### src/rtl/core/ppmh_pkg.sv
// Shared types and constants for the binary PPM header parser.
package ppmh_pkg;

  // Parser phases; each header field has a skip, a comment and a token phase
  typedef enum logic [3:0] {
    PH_MAG0   = 4'd0,
    PH_MAG1   = 4'd1,
    PH_SKIP_W = 4'd2,
    PH_COMM_W = 4'd3,
    PH_TOK_W  = 4'd4,
    PH_SKIP_H = 4'd5,
    PH_COMM_H = 4'd6,
    PH_TOK_H  = 4'd7,
    PH_SKIP_M = 4'd8,
    PH_COMM_M = 4'd9,
    PH_TOK_M  = 4'd10,
    PH_PIX    = 4'd11,
    PH_ERR    = 4'd12
  } phase_e;

  // Result kinds
  typedef enum logic [1:0] {
    KIND_HEADER = 2'd0,
    KIND_PIXEL  = 2'd1,
    KIND_ERROR  = 2'd2
  } kind_e;

  // Error codes
  localparam logic [2:0] ErrNone      = 3'd0;
  localparam logic [2:0] ErrNotP6     = 3'd1;
  localparam logic [2:0] ErrEarlyEnd  = 3'd2;
  localparam logic [2:0] ErrOpenComm  = 3'd3;
  localparam logic [2:0] ErrBadDims   = 3'd4;

  // Character codes
  localparam logic [7:0] CharP       = 8'h50;
  localparam logic [7:0] CharSix     = 8'h36;
  localparam logic [7:0] CharHash    = 8'h23;
  localparam logic [7:0] CharNewline = 8'h0A;
  localparam logic [7:0] CharSpace   = 8'h20;
  localparam logic [7:0] CharTab     = 8'h09;
  localparam logic [7:0] CharCr      = 8'h0D;
  localparam logic [7:0] CharPlus    = 8'h2B;
  localparam logic [7:0] CharMinus   = 8'h2D;
  localparam logic [7:0] CharZero    = 8'h30;
  localparam logic [7:0] CharNine    = 8'h39;

  // Limits
  localparam int unsigned AccWidth = 24;
  localparam int unsigned CntWidth = 34;
  localparam logic [AccWidth-1:0] AccMax    = 24'hFFFFFF;
  localparam logic [AccWidth-1:0] MaxDim    = 24'd65535;
  localparam logic [AccWidth-1:0] MaxSample = 24'd255;

  // One parser result
  typedef struct packed {
    logic               valid;
    kind_e              kind;
    logic [15:0]        image_width;
    logic [15:0]        image_height;
    logic signed [24:0] max_value;
    logic [2:0]         error_code;
    logic [7:0]         pixel_value;
    logic               final_pixel;
    logic               size_mismatch;
  } result_t;

endpackage

### src/rtl/core/ppmh_core.sv
// Parser state registers and the per-byte step logic.
module ppmh_core #(
  parameter logic [ppmh_pkg::AccWidth-1:0] MaxDim = ppmh_pkg::MaxDim
) (
  input  logic             clk_i,
  input  logic             rst_ni,
  input  logic             step_en_i,
  input  logic [7:0]       data_i,
  input  logic             eof_i,
  output ppmh_pkg::result_t result_o
);

  ppmh_pkg::phase_e phase_q, phase_d;
  logic                              first_ok_q, first_ok_d;
  logic                              sign_q, sign_d;
  logic                              ended_q, ended_d;
  logic [ppmh_pkg::AccWidth-1:0]     acc_q, acc_d;
  logic [15:0]                       width_q, width_d;
  logic [15:0]                       height_q, height_d;
  logic [31:0]                       prod_q;
  logic [ppmh_pkg::CntWidth-1:0]     expected_q, expected_d;
  logic [ppmh_pkg::CntWidth-1:0]     seen_q, seen_d;

  logic                              is_ws;
  logic                              is_digit;
  logic [ppmh_pkg::AccWidth-1:0]     digit;
  logic [27:0]                       acc_next;
  logic [ppmh_pkg::AccWidth-1:0]     acc_sat;
  logic [15:0]                       dim_val;
  logic [ppmh_pkg::CntWidth-1:0]     seen_inc;
  logic [ppmh_pkg::CntWidth-1:0]     expected_new;
  ppmh_pkg::result_t                 res;

  // Classify the byte
  always_comb begin
    is_ws    = (data_i inside {[ppmh_pkg::CharTab:ppmh_pkg::CharCr], ppmh_pkg::CharSpace});
    is_digit = (data_i inside {[ppmh_pkg::CharZero:ppmh_pkg::CharNine]});
    digit    = {16'd0, data_i - ppmh_pkg::CharZero};
  end

  // Decimal accumulate with saturation
  always_comb begin
    acc_next = {1'b0, acc_q, 3'b000} + {3'b000, acc_q, 1'b0} + {4'd0, digit};
    acc_sat  = (acc_next > {4'd0, ppmh_pkg::AccMax}) ? ppmh_pkg::AccMax
                                                     : acc_next[ppmh_pkg::AccWidth-1:0];
  end

  // Held dimension, zero when out of range
  always_comb begin
    if (sign_q || acc_q == '0 || acc_q > MaxDim) begin
      dim_val = 16'd0;
    end else begin
      dim_val = acc_q[15:0];
    end
  end

  // Saturating pixel count and expected total
  always_comb begin
    seen_inc     = (seen_q == '1) ? seen_q : seen_q + 1'b1;
    expected_new = {2'b00, prod_q} + {1'b0, prod_q, 1'b0};
  end

  // Next state and result for one byte
  always_comb begin
    phase_d    = phase_q;
    first_ok_d = first_ok_q;
    sign_d     = sign_q;
    ended_d    = ended_q;
    acc_d      = acc_q;
    width_d    = width_q;
    height_d   = height_q;
    expected_d = expected_q;
    seen_d     = seen_q;
    res        = '0;

    if (step_en_i) begin
      case (phase_q)
        ppmh_pkg::PH_MAG0: begin
          if (eof_i) begin
            res.valid = 1'b1; res.kind = ppmh_pkg::KIND_ERROR;
            res.error_code = ppmh_pkg::ErrEarlyEnd;
          end else begin
            first_ok_d = (data_i == ppmh_pkg::CharP);
            phase_d    = ppmh_pkg::PH_MAG1;
          end
        end
        ppmh_pkg::PH_MAG1: begin
          if (eof_i) begin
            res.valid = 1'b1; res.kind = ppmh_pkg::KIND_ERROR;
            res.error_code = ppmh_pkg::ErrEarlyEnd;
          end else if (!(first_ok_q && data_i == ppmh_pkg::CharSix)) begin
            res.valid = 1'b1; res.kind = ppmh_pkg::KIND_ERROR;
            res.error_code = ppmh_pkg::ErrNotP6;
            phase_d = ppmh_pkg::PH_ERR;
          end else begin
            phase_d = ppmh_pkg::PH_SKIP_W;
          end
        end
        ppmh_pkg::PH_SKIP_W, ppmh_pkg::PH_SKIP_H, ppmh_pkg::PH_SKIP_M: begin
          if (data_i == ppmh_pkg::CharHash) begin
            if (eof_i) begin
              res.valid = 1'b1; res.kind = ppmh_pkg::KIND_ERROR;
              res.error_code = ppmh_pkg::ErrOpenComm;
            end else begin
              phase_d = ppmh_pkg::phase_e'(phase_q + 4'd1);
            end
          end else if (eof_i) begin
            res.valid = 1'b1; res.kind = ppmh_pkg::KIND_ERROR;
            res.error_code = ppmh_pkg::ErrEarlyEnd;
          end else if (!is_ws) begin
            // Open a token: sign, first digit or junk
            acc_d   = '0;
            sign_d  = 1'b0;
            ended_d = 1'b0;
            if (data_i == ppmh_pkg::CharPlus || data_i == ppmh_pkg::CharMinus) begin
              sign_d = (data_i == ppmh_pkg::CharMinus);
            end else if (is_digit) begin
              acc_d = digit;
            end else begin
              ended_d = 1'b1;
            end
            phase_d = ppmh_pkg::phase_e'(phase_q + 4'd2);
          end
        end
        ppmh_pkg::PH_COMM_W, ppmh_pkg::PH_COMM_H, ppmh_pkg::PH_COMM_M: begin
          if (data_i == ppmh_pkg::CharNewline) begin
            if (eof_i) begin
              res.valid = 1'b1; res.kind = ppmh_pkg::KIND_ERROR;
              res.error_code = ppmh_pkg::ErrEarlyEnd;
            end else begin
              phase_d = ppmh_pkg::phase_e'(phase_q - 4'd1);
            end
          end else if (eof_i) begin
            res.valid = 1'b1; res.kind = ppmh_pkg::KIND_ERROR;
            res.error_code = ppmh_pkg::ErrOpenComm;
          end
        end
        ppmh_pkg::PH_TOK_W, ppmh_pkg::PH_TOK_H, ppmh_pkg::PH_TOK_M: begin
          if (!is_ws) begin
            // Extend the token; digits stop at the first non-digit
            if (!ended_q && is_digit) begin
              acc_d = acc_sat;
            end else begin
              ended_d = 1'b1;
            end
            if (eof_i) begin
              res.valid = 1'b1; res.kind = ppmh_pkg::KIND_ERROR;
              res.error_code = ppmh_pkg::ErrEarlyEnd;
            end
          end else if (eof_i) begin
            res.valid = 1'b1; res.kind = ppmh_pkg::KIND_ERROR;
            res.error_code = ppmh_pkg::ErrEarlyEnd;
          end else if (phase_q == ppmh_pkg::PH_TOK_W) begin
            width_d = dim_val;
            phase_d = ppmh_pkg::PH_SKIP_H;
          end else if (phase_q == ppmh_pkg::PH_TOK_H) begin
            height_d = dim_val;
            phase_d  = ppmh_pkg::PH_SKIP_M;
          end else if (width_q == '0 || height_q == '0 ||
                       (!sign_q && acc_q > ppmh_pkg::MaxSample)) begin
            res.valid = 1'b1; res.kind = ppmh_pkg::KIND_ERROR;
            res.error_code = ppmh_pkg::ErrBadDims;
            phase_d = ppmh_pkg::PH_ERR;
          end else begin
            // Header complete: report it and arm the pixel count
            res.valid        = 1'b1;
            res.kind         = ppmh_pkg::KIND_HEADER;
            res.image_width  = width_q;
            res.image_height = height_q;
            res.max_value    = sign_q ? 25'(25'd0 - {1'b0, acc_q}) : {1'b0, acc_q};
            expected_d       = expected_new;
            seen_d           = '0;
            phase_d          = ppmh_pkg::PH_PIX;
          end
        end
        ppmh_pkg::PH_PIX: begin
          seen_d          = seen_inc;
          res.valid       = 1'b1;
          res.kind        = ppmh_pkg::KIND_PIXEL;
          res.pixel_value = data_i;
          if (eof_i) begin
            res.final_pixel   = 1'b1;
            res.size_mismatch = (seen_inc != expected_q);
          end
        end
        default: begin
          // Error phase: drop bytes until end of file
        end
      endcase

      // End of file returns everything to reset
      if (eof_i) begin
        phase_d    = ppmh_pkg::PH_MAG0;
        first_ok_d = 1'b0;
        sign_d     = 1'b0;
        ended_d    = 1'b0;
        acc_d      = '0;
        width_d    = '0;
        height_d   = '0;
        expected_d = '0;
        seen_d     = '0;
      end
    end
  end

  assign result_o = res;

  // Parser state
  always_ff @(posedge clk_i or negedge rst_ni) begin
    if (!rst_ni) begin
      phase_q    <= ppmh_pkg::PH_MAG0;
      first_ok_q <= 1'b0;
      sign_q     <= 1'b0;
      ended_q    <= 1'b0;
      acc_q      <= '0;
      width_q    <= '0;
      height_q   <= '0;
      expected_q <= '0;
      seen_q     <= '0;
    end else begin
      phase_q    <= phase_d;
      first_ok_q <= first_ok_d;
      sign_q     <= sign_d;
      ended_q    <= ended_d;
      acc_q      <= acc_d;
      width_q    <= width_d;
      height_q   <= height_d;
      expected_q <= expected_d;
      seen_q     <= seen_d;
    end
  end

  // Image area; settles well before the maxval delimiter arrives
  always_ff @(posedge clk_i) begin
    prod_q <= width_q * height_q;
  end

  a_result_needs_step: assert property (@(posedge clk_i) disable iff (!rst_ni)
    result_o.valid |-> step_en_i) else $error("result without an accepted byte");

  a_eof_resets: assert property (@(posedge clk_i) disable iff (!rst_ni)
    step_en_i && eof_i |=> phase_q == ppmh_pkg::PH_MAG0 && seen_q == '0 && acc_q == '0)
    else $error("end of file did not return the parser to reset");

  a_pixel_phase: assert property (@(posedge clk_i) disable iff (!rst_ni)
    result_o.valid && result_o.kind == ppmh_pkg::KIND_PIXEL |-> phase_q == ppmh_pkg::PH_PIX)
    else $error("pixel result outside the pixel phase");

  a_header_dims: assert property (@(posedge clk_i) disable iff (!rst_ni)
    result_o.valid && result_o.kind == ppmh_pkg::KIND_HEADER
      |-> result_o.image_width != '0 && result_o.image_height != '0 &&
          expected_d != '0)
    else $error("header reported with an empty image");

endmodule

### src/rtl/core/ppm_binary_header_parser.sv
// Top level of the binary PPM header parser: stream ports and result register.
//
//  channel  dir  tdata                                     tuser  tlast
//  s_axis   in   [7:0] data_byte                           -      end_of_file
//  m_axis   out  width, height, maxval, error, pixel, mis  kind   final_pixel
//
// One byte per cycle unless the output stalls: every accepted byte is parsed
// in the cycle it arrives and its result, if any, goes into the output register.
// A byte may be accepted while a result waits, as long as the result is
// taken in the same cycle. Reset clears the parser to expect the magic.
// Output stalls hold the input off through s_axis_tready; no byte is lost.
module ppm_binary_header_parser #(
  parameter logic [ppmh_pkg::AccWidth-1:0] MaxDim = ppmh_pkg::MaxDim
) (
  input  logic        clk_i,
  input  logic        rst_ni,
  input  logic        s_axis_tvalid,
  output logic        s_axis_tready,
  input  logic [7:0]  s_axis_tdata,   // [7:0] data_byte
  input  logic        s_axis_tlast,   // end_of_file
  output logic        m_axis_tvalid,
  input  logic        m_axis_tready,
  // [15:0] image_width, [31:16] image_height, [56:32] max_value,
  // [59:57] error_code, [67:60] pixel_value, [68] size_mismatch, [71:69] zero
  output logic [71:0] m_axis_tdata,
  output logic [1:0]  m_axis_tuser,   // kind
  output logic        m_axis_tlast    // final_pixel
);

  logic              in_fire;
  logic              out_valid_q;
  ppmh_pkg::result_t res;
  ppmh_pkg::result_t out_q;

  assign s_axis_tready = !out_valid_q || m_axis_tready;
  assign in_fire       = s_axis_tvalid && s_axis_tready;

  ppmh_core #(
    .MaxDim (MaxDim)
  ) u_core (
    .clk_i     (clk_i),
    .rst_ni    (rst_ni),
    .step_en_i (in_fire),
    .data_i    (s_axis_tdata),
    .eof_i     (s_axis_tlast),
    .result_o  (res)
  );

  // Result valid: set by a new result, cleared when taken
  always_ff @(posedge clk_i or negedge rst_ni) begin
    if (!rst_ni) begin
      out_valid_q <= 1'b0;
    end else if (in_fire) begin
      out_valid_q <= res.valid;
    end else if (m_axis_tready) begin
      out_valid_q <= 1'b0;
    end
  end

  // Result payload
  always_ff @(posedge clk_i) begin
    if (in_fire && res.valid) begin
      out_q <= res;
    end
  end

  assign m_axis_tvalid = out_valid_q;
  assign m_axis_tuser  = out_q.kind;
  assign m_axis_tlast  = out_q.final_pixel;
  assign m_axis_tdata  = {3'b000, out_q.size_mismatch, out_q.pixel_value, out_q.error_code,
                          out_q.max_value, out_q.image_height, out_q.image_width};

endmodule
### config.mk
export PLATFORM = sky130hd
export DESIGN_NAME = ppm_binary_header_parser
export DESIGN_NICKNAME = d
export VERILOG_FILES = /design/src/rtl/core/ppmh_pkg.sv /design/src/rtl/core/ppmh_core.sv /design/src/rtl/core/ppm_binary_header_parser.sv
export SDC_FILE = /design/constraint.sdc
export NUM_CORES = 1
export LEC_CHECK = 0
export BUFFER_PORTS_ARGS = -buffer_cell sky130_fd_sc_hd__buf_2
export CORE_MARGIN = 4
export CORE_UTILIZATION = 35
export DETAILED_ROUTE_END_ITERATION = 8
export SLEW_MARGIN = 20
export SYNTH_ARGS = -nofsm -noshare
export SYNTH_HDL_FRONTEND = slang
export SYNTH_SLANG_ARGS = --single-unit
export TNS_END_PERCENT = 20
### constraint.sdc
create_clock -name clk_i -period 8.4 [get_ports clk_i]
set_input_delay 0.42 -clock clk_i [delete_from_list [all_inputs] [get_ports clk_i]]
set_output_delay 0.42 -clock clk_i [all_outputs]
set_load 0.005 [all_outputs]
After elaboration in Yosys (flattened, before gate mapping)
Index checks and enable logic that the tools add are counted.
{"block": "totals", "reg_bits": 236, "word_cells": 211}
{"block": "classes", "n_addsub": 9, "mul": 1, "order_cmp": 7, "eq_ne": 36, "mux": 86, "bitwise_logic": 4, "n_reduce_logical": 48}
{"cell": "$mux W34", "n": 12}
{"cell": "$mux W57", "n": 4}
{"cell": "$mux W24", "n": 7}
{"cell": "$mux W16", "n": 10}
{"cell": "$mux W63", "n": 2}
{"cell": "$mux W73", "n": 1}
{"cell": "$pmux W34 S2", "n": 1}
{"cell": "$pmux W24 S2", "n": 1}
{"cell": "$eq A8 B6 Y1 const B", "n": 5}
{"cell": "$mux W3", "n": 12}
{"cell": "$add A32 B33 Y34", "n": 1}
{"cell": "$add A34 B1 Y34 const B", "n": 1}
{"cell": "$eq A34 B34 Y1 const B", "n": 1}
{"cell": "$ne A34 B34 Y1", "n": 1}
{"cell": "$logic_not A16 Y1", "n": 2}
{"cell": "$mul A16 B16 Y32", "n": 1}
{"cell": "$mux W4", "n": 8}
{"cell": "$add A27 B25 Y28", "n": 1}
{"cell": "$add A28 B8 Y28", "n": 1}
{"cell": "$gt A28 B24 Y1 const B", "n": 1}
{"cell": "$mux W25", "n": 1}
{"cell": "$sub A1 B24 Y25 const A", "n": 1}
{"cell": "$gt A24 B16 Y1 const B", "n": 1}
{"cell": "$gt A24 B8 Y1 const B", "n": 1}
{"cell": "43 further kinds", "n": 114}

Logic depth before layout (Yosys ltp)
Gate-level depths: netlist (run 1).
{"block": "logic_depth", "ltp_word": 11, "depth_mapped": 25}

Hierarchy
Synthesis (run 1) repeated with hierarchy kept, for this count alone.
{"block": "unflattened", "hier_cells": 2545, "area_unflattened_um2": 22814.4}
{"mod": "ppmh_core", "n_inst": 1, "cells_each": 2463, "area_per_inst_um2": 20557.2, "seq_area_each_um2": 3918.8}
{"mod": "ppm_binary_header_parser", "n_inst": 1, "cells_each": 82, "area_per_inst_um2": 2257.2, "seq_area_each_um2": 2187.1}

Worst setup path before layout (run 1)
OpenSTA, ideal clock, no wires.
{"block": "synth_path", "path_type": "register to register", "from": "register u_core.width_q[6]", "to": "register u_core.prod_q[31]", "t_arrival_ns": 6.343, "t_required_ns": 8.328, "slack_ns": 1.985, "path_stages_with_launch": 24, "synth_period_minus_slack_ns": 6.415, "path_cell_list": "dfrtp_1 clkbuf_1 clkbuf_1 nand2_1 fa_1 inv_1 fa_1 fa_1 fa_1 fa_1 inv_1 fa_1 inv_1 ha_1 a21o_1 a21o_1 a21oi_1 o21ai_0 or3_1 o211a_1 o31a_1 a21o_1 a21oi_1 xnor2_1"}
{"block": "synth_via", "elab_chain_cells": 1}
{"item": "start, declared", "line_no": "ppmh_core.sv:18", "rtl": "logic [15:0] width_q, width_d;"}
{"item": "start signal, assigned", "line_no": "ppmh_core.sv:226", "rtl": "width_q <= width_d;"}
{"item": "$mul A16 B16 Y32", "line_no": "ppmh_core.sv:235", "rtl": "prod_q <= width_q * height_q;"}
{"item": "end signal, assigned", "line_no": "ppmh_core.sv:235"}
{"item": "end, declared", "line_no": "ppmh_core.sv:20", "rtl": "logic [31:0] prod_q;"}
No other way between the ends.
A chain may end at the register's enable or synchronous reset.

Worst setup path in the final report (run 1)
Ends and elaborated chain as after synthesis.

==> flow_summary.json, run 1 <==
{
  "run_status": "finished, final reports clean",
  "syn-mean-instance-area_sq_um": 9.057,
  "timing.rr.end": "u_core.prod_q[31]$_DFF_P_",
  "route.detailed.drc": 0,
  "finalClockSkew_ps": 29.31,
  "critical_path.max_fanout": 19,
  "timing.hold.worst.class": "input pin to flop",
  "asyncSetResetFlopFracSynth_pct": 55.93,
  "floorplan.die.height_um": 263.8,
  "clkTransAtPathRegs_ps": 60,
  "initial_util_pct": 35.47,
  "endpoint": "u_core.prod_q[31]$_DFF_P_",
  "path_depth": 21,
  "clk_latency_ps": 580,
  "setup_ws_ps": 1545,
  "total_switching_power_mw": 1.900,
  "htree_num_levels": 1,
  "worstSetupPathType": "flop to flop",
  "max_stage_delay_ps": 810,
  "netlist_instances": 2529,
  "power.density_mw_per_mm2": 192.5,
  "reg2reg_depth": 21,
  "tritoncts_clock_tree": "yes",
  "total_wirelength_um": 59960,
  "dp_worst_setup_slack_ps": 1592,
  "hpwlAfterDp_um": 45360,
  "yosys.area.top_type_share_pct": 17.57,
  "cts_buf_count": 29,
  "intPower_mw": 2.902,
  "total_overflow_reported_by_the_global_router": 0,
  "detailedRoute.firstIterationViolations": 1448,
  "clk_root_buffer_cell": "sky130_fd_sc_hd__clkbuf_16",
  "crit_top_cell": "sky130_fd_sc_hd__fa_1",
  "last_weighted_congestion_value_of_the_routability_driven_placer": 0.8973,
  "syn-cell-area_sq_mm": 0.02290,
  "grt_start_max_net_pins": 74,
  "p_sw_share_pct": 39.58,
  "power.share.combinational_pct": 40.0,
  "antenna_found_initial": 1,
  "vias_post_dr": 17727,
  "finalCritPeriodShare_pct": 81.61,
  "endpoint_kind": "flop",
  "smallest_hold_slack_ps": 180.4,
  "core_region_area_sq_mm": 0.06458,
  "layout_min_cycle_time_ps": 6855,
  "cts_hold_buf": 1,
  "slew_viol_final": 0,
  "start_kind": "flop",
  "drt_pre_antenna_iters": 5,
  "grt_pass1_wl_um": 98480,
  "worstPathBufferInverterCount": 3,
  "die_w_um": 263.8,
  "via_per_inst": 5.192,
  "relSlewSlack_pct": 30.16,
  "antenna_violating_nets_post_route": 0,
  "diodes": 0,
  "crit-reg2reg-launch": "u_core.width_q[6]$_DFFE_PN0P_",
  "placement.io_buffers": 86,
  "gr-usage-all-layers_pct": 17.06,
  "report.final.setup_viol": 0,
  "floorplan.die_area_sq_mm": 0.06960,
  "post-route-util_pct": 38.64,
  "drv.max_cap_violation_count": 0,
  "layout.nets": 2943,
  "totalNegativeSetupSlack_ps": 0,
  "dominantRegCellSynth": "sky130_fd_sc_hd__dfrtp_1",
  "layout-drive-gt1-share_pct": 7.425,
  "crit_required_ps": 8880,
  "fmax_ghz": 0.1459,
  "placement_row_count": 93,
  "synthDominantAreaCellType": "sky130_fd_sc_hd__fa_1",
  "flow.area_growth_from_synthesis_pct": 8.937,
  "timing_hold_violations_final": 0,
  "ys_types": 97,
  "seq_power_share_pct": 34.2,
  "ys_seq_area_share_pct": 26.66,
  "slowest_cell_on_crit_path": "sky130_fd_sc_hd__dfrtp_1",
  "critical_path.top_delay_family": "adder cells",
  "crit_path_start": "u_core.width_q[6]$_DFFE_PN0P_",
  "tightestPinTransition_ps": 1040,
  "via_count_of_the_first_global_routing_pass": 18285,
  "post_drt_wl_per_cell_um": 17.56,
  "ys_top_cells_by_count": "sky130_fd_sc_hd__inv_1, sky130_fd_sc_hd__nand2_1, sky130_fd_sc_hd__fa_1, sky130_fd_sc_hd__ha_1, sky130_fd_sc_hd__o21ai_0",
  "yosys-top-cells-area": "sky130_fd_sc_hd__fa_1, sky130_fd_sc_hd__dfrtp_1, sky130_fd_sc_hd__ha_1",
  "total_power_mw": 4.802,
  "cts_sinks": 236,
  "number_of_top_level_design_ports": 90,
  "setup_repair_after_global_routing_missed_its_margin": "false",
  "clkPwrFrac_pct": 25.8,
  "cts_resized": 0,
  "hold_path.startpoint": "m_axis_tready",
  "r2r_slack_ps": 1540,
  "worst_ep_arrival_time_ps": 7340,
  "cts_buffer_depth": 3,
  "crit_chain": "nand2_1, fa_1, inv_1, fa_1, fa_1, fa_1, fa_1, inv_1, fa_1, inv_1, ha_1, a21o_1, a21o_1, a21oi_1, o21ai_0, or3_1, o211a_1, o31a_1, a21o_1, a21oi_1, xnor2_1",
  "synth_enable_flop_cells": 72,
  "ys_ff_latch": 236,
  "cts_setup_buffers": 0,
  "p_leak_nw": 11.74,
  "synthesis.yosys.warnings": 0,
  "vdd_drop_max_mv": 0.2226,
  "yosys.cell_count.top_type": "sky130_fd_sc_hd__inv_1"
}
-- stage by stage --
| step | cells | area, sq um |
|---|---|---|
| finish | 3414 | 24950 |
| global route | 3414 | 24950 |
| CTS | 3414 | 24940 |
| detailed placement | 3359 | 24000 |
| global placement | 3359 | 24000 |
| floorplan | 2531 | 22910 |
-- routing by layer --
| metal | wire length (um) | vias up | global-route usage [%] |
|---|---|---|---|
| met4 | 1255 | 0 | 3.484 |
| met3 | 3478 | 71 | 3.073 |
| met1 | 27420 | 8701 | 23.41 |
| met2 | 27810 | 440 | 28.46 |
| li1 | - | 8515 | - |
| met5 | 0 | - | 0 |
-- worst min path at each step --
| stage | to | slack [ps] | depth (start not counted) |
|---|---|---|---|
| 6_report | m_axis_tvalid$_DFFE_PN0P_ | 180 | 3 |
| 5_1_grt | m_axis_tvalid$_DFFE_PN0P_ | 170 | 3 |
| 4_1_cts | m_axis_tvalid$_DFFE_PN0P_ | 150 | 3 |
| 3_5_place_dp | u_core.seen_q[8]$_DFFE_PN0P_ | 480 | 1 |
| 3_3_place_gp | u_core.ended_q$_DFFE_PN0P_ | 470 | 2 |
| 2_1_floorplan | m_axis_tvalid$_DFFE_PN0P_ | 120 | 0 |
-- final cells by class --
| type | instances | area (sq um) |
|---|---|---|
| sequential | 236 | 6106 |
| inverter | 301 | 1130 |
| fill | 6435 | 39630 |
| timing repair buffer | 99 | 536.8 |
| multi-input combinational | 1869 | 15180 |
| tap | 855 | 1070 |
| clock inverter | 7 | 88.84 |
| clock buffer | 47 | 843.3 |
-- worst reg2reg max path, stage by stage, from the launching register on --
cell	delay, ps
sky130_fd_sc_hd__dfrtp_1	810
sky130_fd_sc_hd__nand2_1	180
sky130_fd_sc_hd__fa_1	560
sky130_fd_sc_hd__inv_1	50
sky130_fd_sc_hd__fa_1	470
sky130_fd_sc_hd__fa_1	540
sky130_fd_sc_hd__fa_1	530
sky130_fd_sc_hd__fa_1	540
sky130_fd_sc_hd__inv_1	60
sky130_fd_sc_hd__fa_1	540
sky130_fd_sc_hd__inv_1	40
sky130_fd_sc_hd__ha_1	360
sky130_fd_sc_hd__a21o_1	180
sky130_fd_sc_hd__a21o_1	170
sky130_fd_sc_hd__a21oi_1	150
sky130_fd_sc_hd__o21ai_0	150
sky130_fd_sc_hd__or3_1	390
sky130_fd_sc_hd__o211a_1	250
sky130_fd_sc_hd__o31a_1	330
sky130_fd_sc_hd__a21o_1	180
sky130_fd_sc_hd__a21oi_1	160
sky130_fd_sc_hd__xnor2_1	130
-- cells by family after synthesis --
| group | share of synthesized area, % |
|---|---|
| adders and majority gates | 28.11 |
| and+or+nand+nor | 17.91 |
| buffers and inverters | 7.254 |
| muxes | 0.3605 |
| other | 0.01637 |
| AOI/OAI and AO/OA | 14.12 |
| xor gates and xnor gates | 5.577 |
| DFF | 26.66 |
-- placed cells by master (no fill, tap or decap), types with 43 or more instances in the layout --
cell type	n
sky130_fd_sc_hd__a21oi_1	81
sky130_fd_sc_hd__and2_1	149
sky130_fd_sc_hd__buf_2	85
sky130_fd_sc_hd__dfrtp_1	132
sky130_fd_sc_hd__edfxtp_1	72
sky130_fd_sc_hd__fa_1	201
sky130_fd_sc_hd__ha_1	193
sky130_fd_sc_hd__inv_1	300
sky130_fd_sc_hd__nand2_1	298
sky130_fd_sc_hd__nand3_1	50
sky130_fd_sc_hd__nor2_1	129
sky130_fd_sc_hd__o21ai_0	176
sky130_fd_sc_hd__o31ai_1	43
sky130_fd_sc_hd__xnor2_1	89
sky130_fd_sc_hd__xor2_1	55
-- registers in the layout, summed over array words and instances, names as in the netlist --
signal,cells
m_axis_tdata,69
m_axis_tvalid,1
u_core.width_q,16
m_axis_tuser,2
u_core.acc_q,24
u_core.seen_q,34
u_core.ended_q,1
u_core.height_q,16
u_core.prod_q,32
m_axis_tlast,1
u_core.sign_q,1
u_core.expected_q,34
u_core.first_ok_q,1
u_core.phase_q,4
-- power by group through the flow --
stage | Combinational, mW | Sequential, mW | Clock, mW
floorplan | 1.45 | 1.55 | 0
global placement | 1.87 | 1.66 | 0
detailed placement | 1.90 | 1.65 | 0
CTS | 1.92 | 1.64 | 1.28
global route | 2.16 | 1.67 | 1.32
finish | 1.92 | 1.64 | 1.24
(Power assumes the default switching activity.)
==> inputs of run 2 (changes only) <==
==> constraint.sdc (replaced) <==
create_clock -name clk_i -period 7.15 [get_ports clk_i]
set_input_delay 0.3575 -clock clk_i [delete_from_list [all_inputs] [get_ports clk_i]]
set_output_delay 0.3575 -clock clk_i [all_outputs]
set_load 0.005 [all_outputs]
==> run 2 against run 1 <==
Against the previous run:
- clock skew is 13 ps higher
- clock power grew 13%
- combinational power is 17% higher
- hold slack worse by 73 ps
- maximum frequency about the same
- cell count rose by 0.82%
- sequential share of layout area fell by 0.18 points
- power increased by 16%
- largest power group unchanged
==> flow_summary.json, run 2 (synthesis results as in run 1) <==
{
  "via_count_of_the_first_global_routing_pass": 18451,
  "floorplan.die_area_sq_mm": 0.06960,
  "grt_pass1_wl_um": 100800,
  "last_weighted_congestion_value_of_the_routability_driven_placer": 0.9288,
  "cts_sinks": 236,
  "cts_hold_buf": 1,
  "via_per_inst": 5.200,
  "cts_buffer_depth": 3,
  "p_leak_nw": 11.89,
  "worstSetupPathType": "flop to flop",
  "hold_path.startpoint": "m_axis_tready",
  "smallest_hold_slack_ps": 107.8,
  "worst_ep_arrival_time_ps": 7270,
  "timing_hold_violations_final": 0,
  "setup_ws_ps": 293.2,
  "start_kind": "flop",
  "vias_post_dr": 17897,
  "slew_viol_final": 0,
  "cts_setup_buffers": 0,
  "grt_start_max_net_pins": 89,
  "post-route-util_pct": 38.92,
  "crit_required_ps": 7560,
  "antenna_violating_nets_post_route": 0,
  "hpwlAfterDp_um": 48130,
  "total_wirelength_um": 61930,
  "layout_min_cycle_time_ps": 6857,
  "power.share.combinational_pct": 40.5,
  "intPower_mw": 3.347,
  "cts_resized": 0,
  "max_ffs_per_register": 69,
  "vdd_drop_max_mv": 0.2067,
  "clkPwrFrac_pct": 25.1,
  "floorplan.die.height_um": 263.8,
  "run_status": "finished, final reports clean",
  "critical_path.max_fanout": 16,
  "flow.area_growth_from_synthesis_pct": 9.724,
  "layout-drive-gt1-share_pct": 8.775,
  "num-fill-cells": 6389,
  "postPlaceCellArea_sq_mm": 0.02423,
  "cts_buf_count": 28,
  "reg2reg_depth": 21,
  "dp_worst_setup_slack_ps": 311.2,
  "total_switching_power_mw": 2.220,
  "placement_row_count": 93,
  "endpoint_kind": "flop",
  "clk_root_buffer_cell": "sky130_fd_sc_hd__clkbuf_16",
  "clk_latency_ps": 580,
  "power.density_mw_per_mm2": 221.5,
  "initial_util_pct": 35.47,
  "whs_path_depth": 3,
  "htree_num_levels": 1,
  "drv.max_cap_violation_count": 0,
  "r2r_slack_ps": 290,
  "route.detailed.drc": 0,
  "core_region_area_sq_mm": 0.06458,
  "detailedRoute.firstIterationViolations": 1363,
  "tightestPinTransition_ps": 1022,
  "holdPathEnd": "m_axis_tvalid$_DFFE_PN0P_",
  "total_overflow_reported_by_the_global_router": 0,
  "final_common_cell": "sky130_fd_sc_hd__inv_1",
  "post_drt_wl_per_cell_um": 17.99,
  "finalCritPeriodShare_pct": 95.90,
  "fmax_ghz": 0.1458,
  "diodes": 0,
  "crit_path_start": "u_core.width_q[8]$_DFFE_PN0P_",
  "tritoncts_clock_tree": "yes",
  "p_sw_share_pct": 39.88,
  "setup_repair_after_global_routing_missed_its_margin": "false",
  "multiInputGateArea_sq_mm": 0.01517,
  "totalNegativeSetupSlack_ps": 0,
  "layout.cells.most_common_list": "sky130_fd_sc_hd__inv_1, sky130_fd_sc_hd__nand2_1, sky130_fd_sc_hd__fa_1, sky130_fd_sc_hd__ha_1, sky130_fd_sc_hd__o21ai_0",
  "seq_power_share_pct": 34.4,
  "timing.rr.end": "u_core.prod_q[31]$_DFF_P_",
  "layout.cell_area.non_filler_sq_mm": 0.02513,
  "clkTransAtPathRegs_ps": 60,
  "finalClockSkew_ps": 41.96,
  "number_of_top_level_design_ports": 90,
  "crit-reg2reg-launch": "u_core.width_q[8]$_DFFE_PN0P_",
  "drt_pre_antenna_iters": 6,
  "timing.hold.worst.class": "input pin to flop",
  "relSlewSlack_pct": 31.88,
  "placement.io_buffers": 86,
  "layout.nets": 2972,
  "antenna_found_initial": 0,
  "ff_latch_area_sq_mm": 0.006106,
  "gr-usage-all-layers_pct": 17.54,
  "report.final.setup_viol": 0,
  "die_w_um": 263.8
}
[run 2: cell count changes in the layout (fill, tap and decap cells not counted)]
| cell | delta |
|---|---|
| sky130_fd_sc_hd__clkbuf_8 | -2 |
| sky130_fd_sc_hd__o21ai_2 | +1 |
| sky130_fd_sc_hd__o21ai_4 | -1 |
| sky130_fd_sc_hd__bufinv_16 | -1 |
| sky130_fd_sc_hd__clkinv_2 | +8 |
| sky130_fd_sc_hd__inv_6 | -1 |
| sky130_fd_sc_hd__buf_4 | +30 |
| sky130_fd_sc_hd__clkbuf_1 | -9 |
| sky130_fd_sc_hd__clkinvlp_4 | +3 |
[run 2: final cells by class]
cell class / count / share of cell area, %
well taps: 855 / 4.257
repair buffers: 129 / 3.032
inverters: 301 / 4.496
clock buffers: 36 / 3.112
multi-input cells: 1869 / 60.36
flip-flops and latches: 236 / 24.30
clock inverters: 16 / 0.4481
[run 2: power by group through the flow]
stage                     sequential, mW  combinational, mW  clock (mW)
after floorplan                     1.82               1.71           0
after global placement              1.94               2.22           0
after detailed placement            1.93               2.25           0
after CTS                           1.92               2.26        1.43
after global routing                1.95               2.53        1.49
final                               1.92               2.25        1.40
[run 2: metrics by stage]
stage	power [mW]	instances
after detailed placement	4.183	3389
after global routing	5.962	3442
final	5.567	3442
after floorplan	3.525	2531
after CTS	5.614	3442
after global placement	4.163	3389
[run 2: worst max-delay path, cell delays in order, from the launching register on]
cell,delay [ps]
sky130_fd_sc_hd__dfrtp_1,850
sky130_fd_sc_hd__buf_4,240
sky130_fd_sc_hd__nand2_1,80
sky130_fd_sc_hd__fa_1,540
sky130_fd_sc_hd__inv_1,60
sky130_fd_sc_hd__fa_1,470
sky130_fd_sc_hd__fa_1,530
sky130_fd_sc_hd__fa_1,530
sky130_fd_sc_hd__fa_1,570
sky130_fd_sc_hd__inv_1,60
sky130_fd_sc_hd__fa_1,530
sky130_fd_sc_hd__inv_1,40
sky130_fd_sc_hd__ha_1,340
sky130_fd_sc_hd__a21o_1,180
sky130_fd_sc_hd__a21oi_1,130
sky130_fd_sc_hd__o21ai_0,140
sky130_fd_sc_hd__or3_1,390
sky130_fd_sc_hd__o211a_1,240
sky130_fd_sc_hd__o31a_1,330
sky130_fd_sc_hd__a21o_1,180
sky130_fd_sc_hd__a21oi_1,160
sky130_fd_sc_hd__xnor2_1,90
[run 2: how the worst max path moves through the flow]
| stage | endpoint | slack, ps | cells after the start |
|---|---|---|---|
| final | u_core.prod_q[31]$_DFF_P_ | 290 | 21 |
| after CTS | u_core.prod_q[31]$_DFF_P_ | 280 | 21 |
| after floorplan | u_core.prod_q[31]$_DFF_P_ | 740 | 23 |
| after detailed placement | u_core.prod_q[31]$_DFF_P_ | 310 | 21 |
| after global routing | u_core.prod_q[28]$_DFF_P_ | 20 | 22 |
| after global placement | u_core.prod_q[31]$_DFF_P_ | 420 | 21 |
[run 2: metal layers]
layer  wire length (um)  vias up  global-route usage, %
met4               1573        0                  4.140
met5                  0        -                      0
met1              28420     8789                  24.34
met3               2624      101                  1.863
li1                   -     8557                      -
met2              29310      450                  29.64
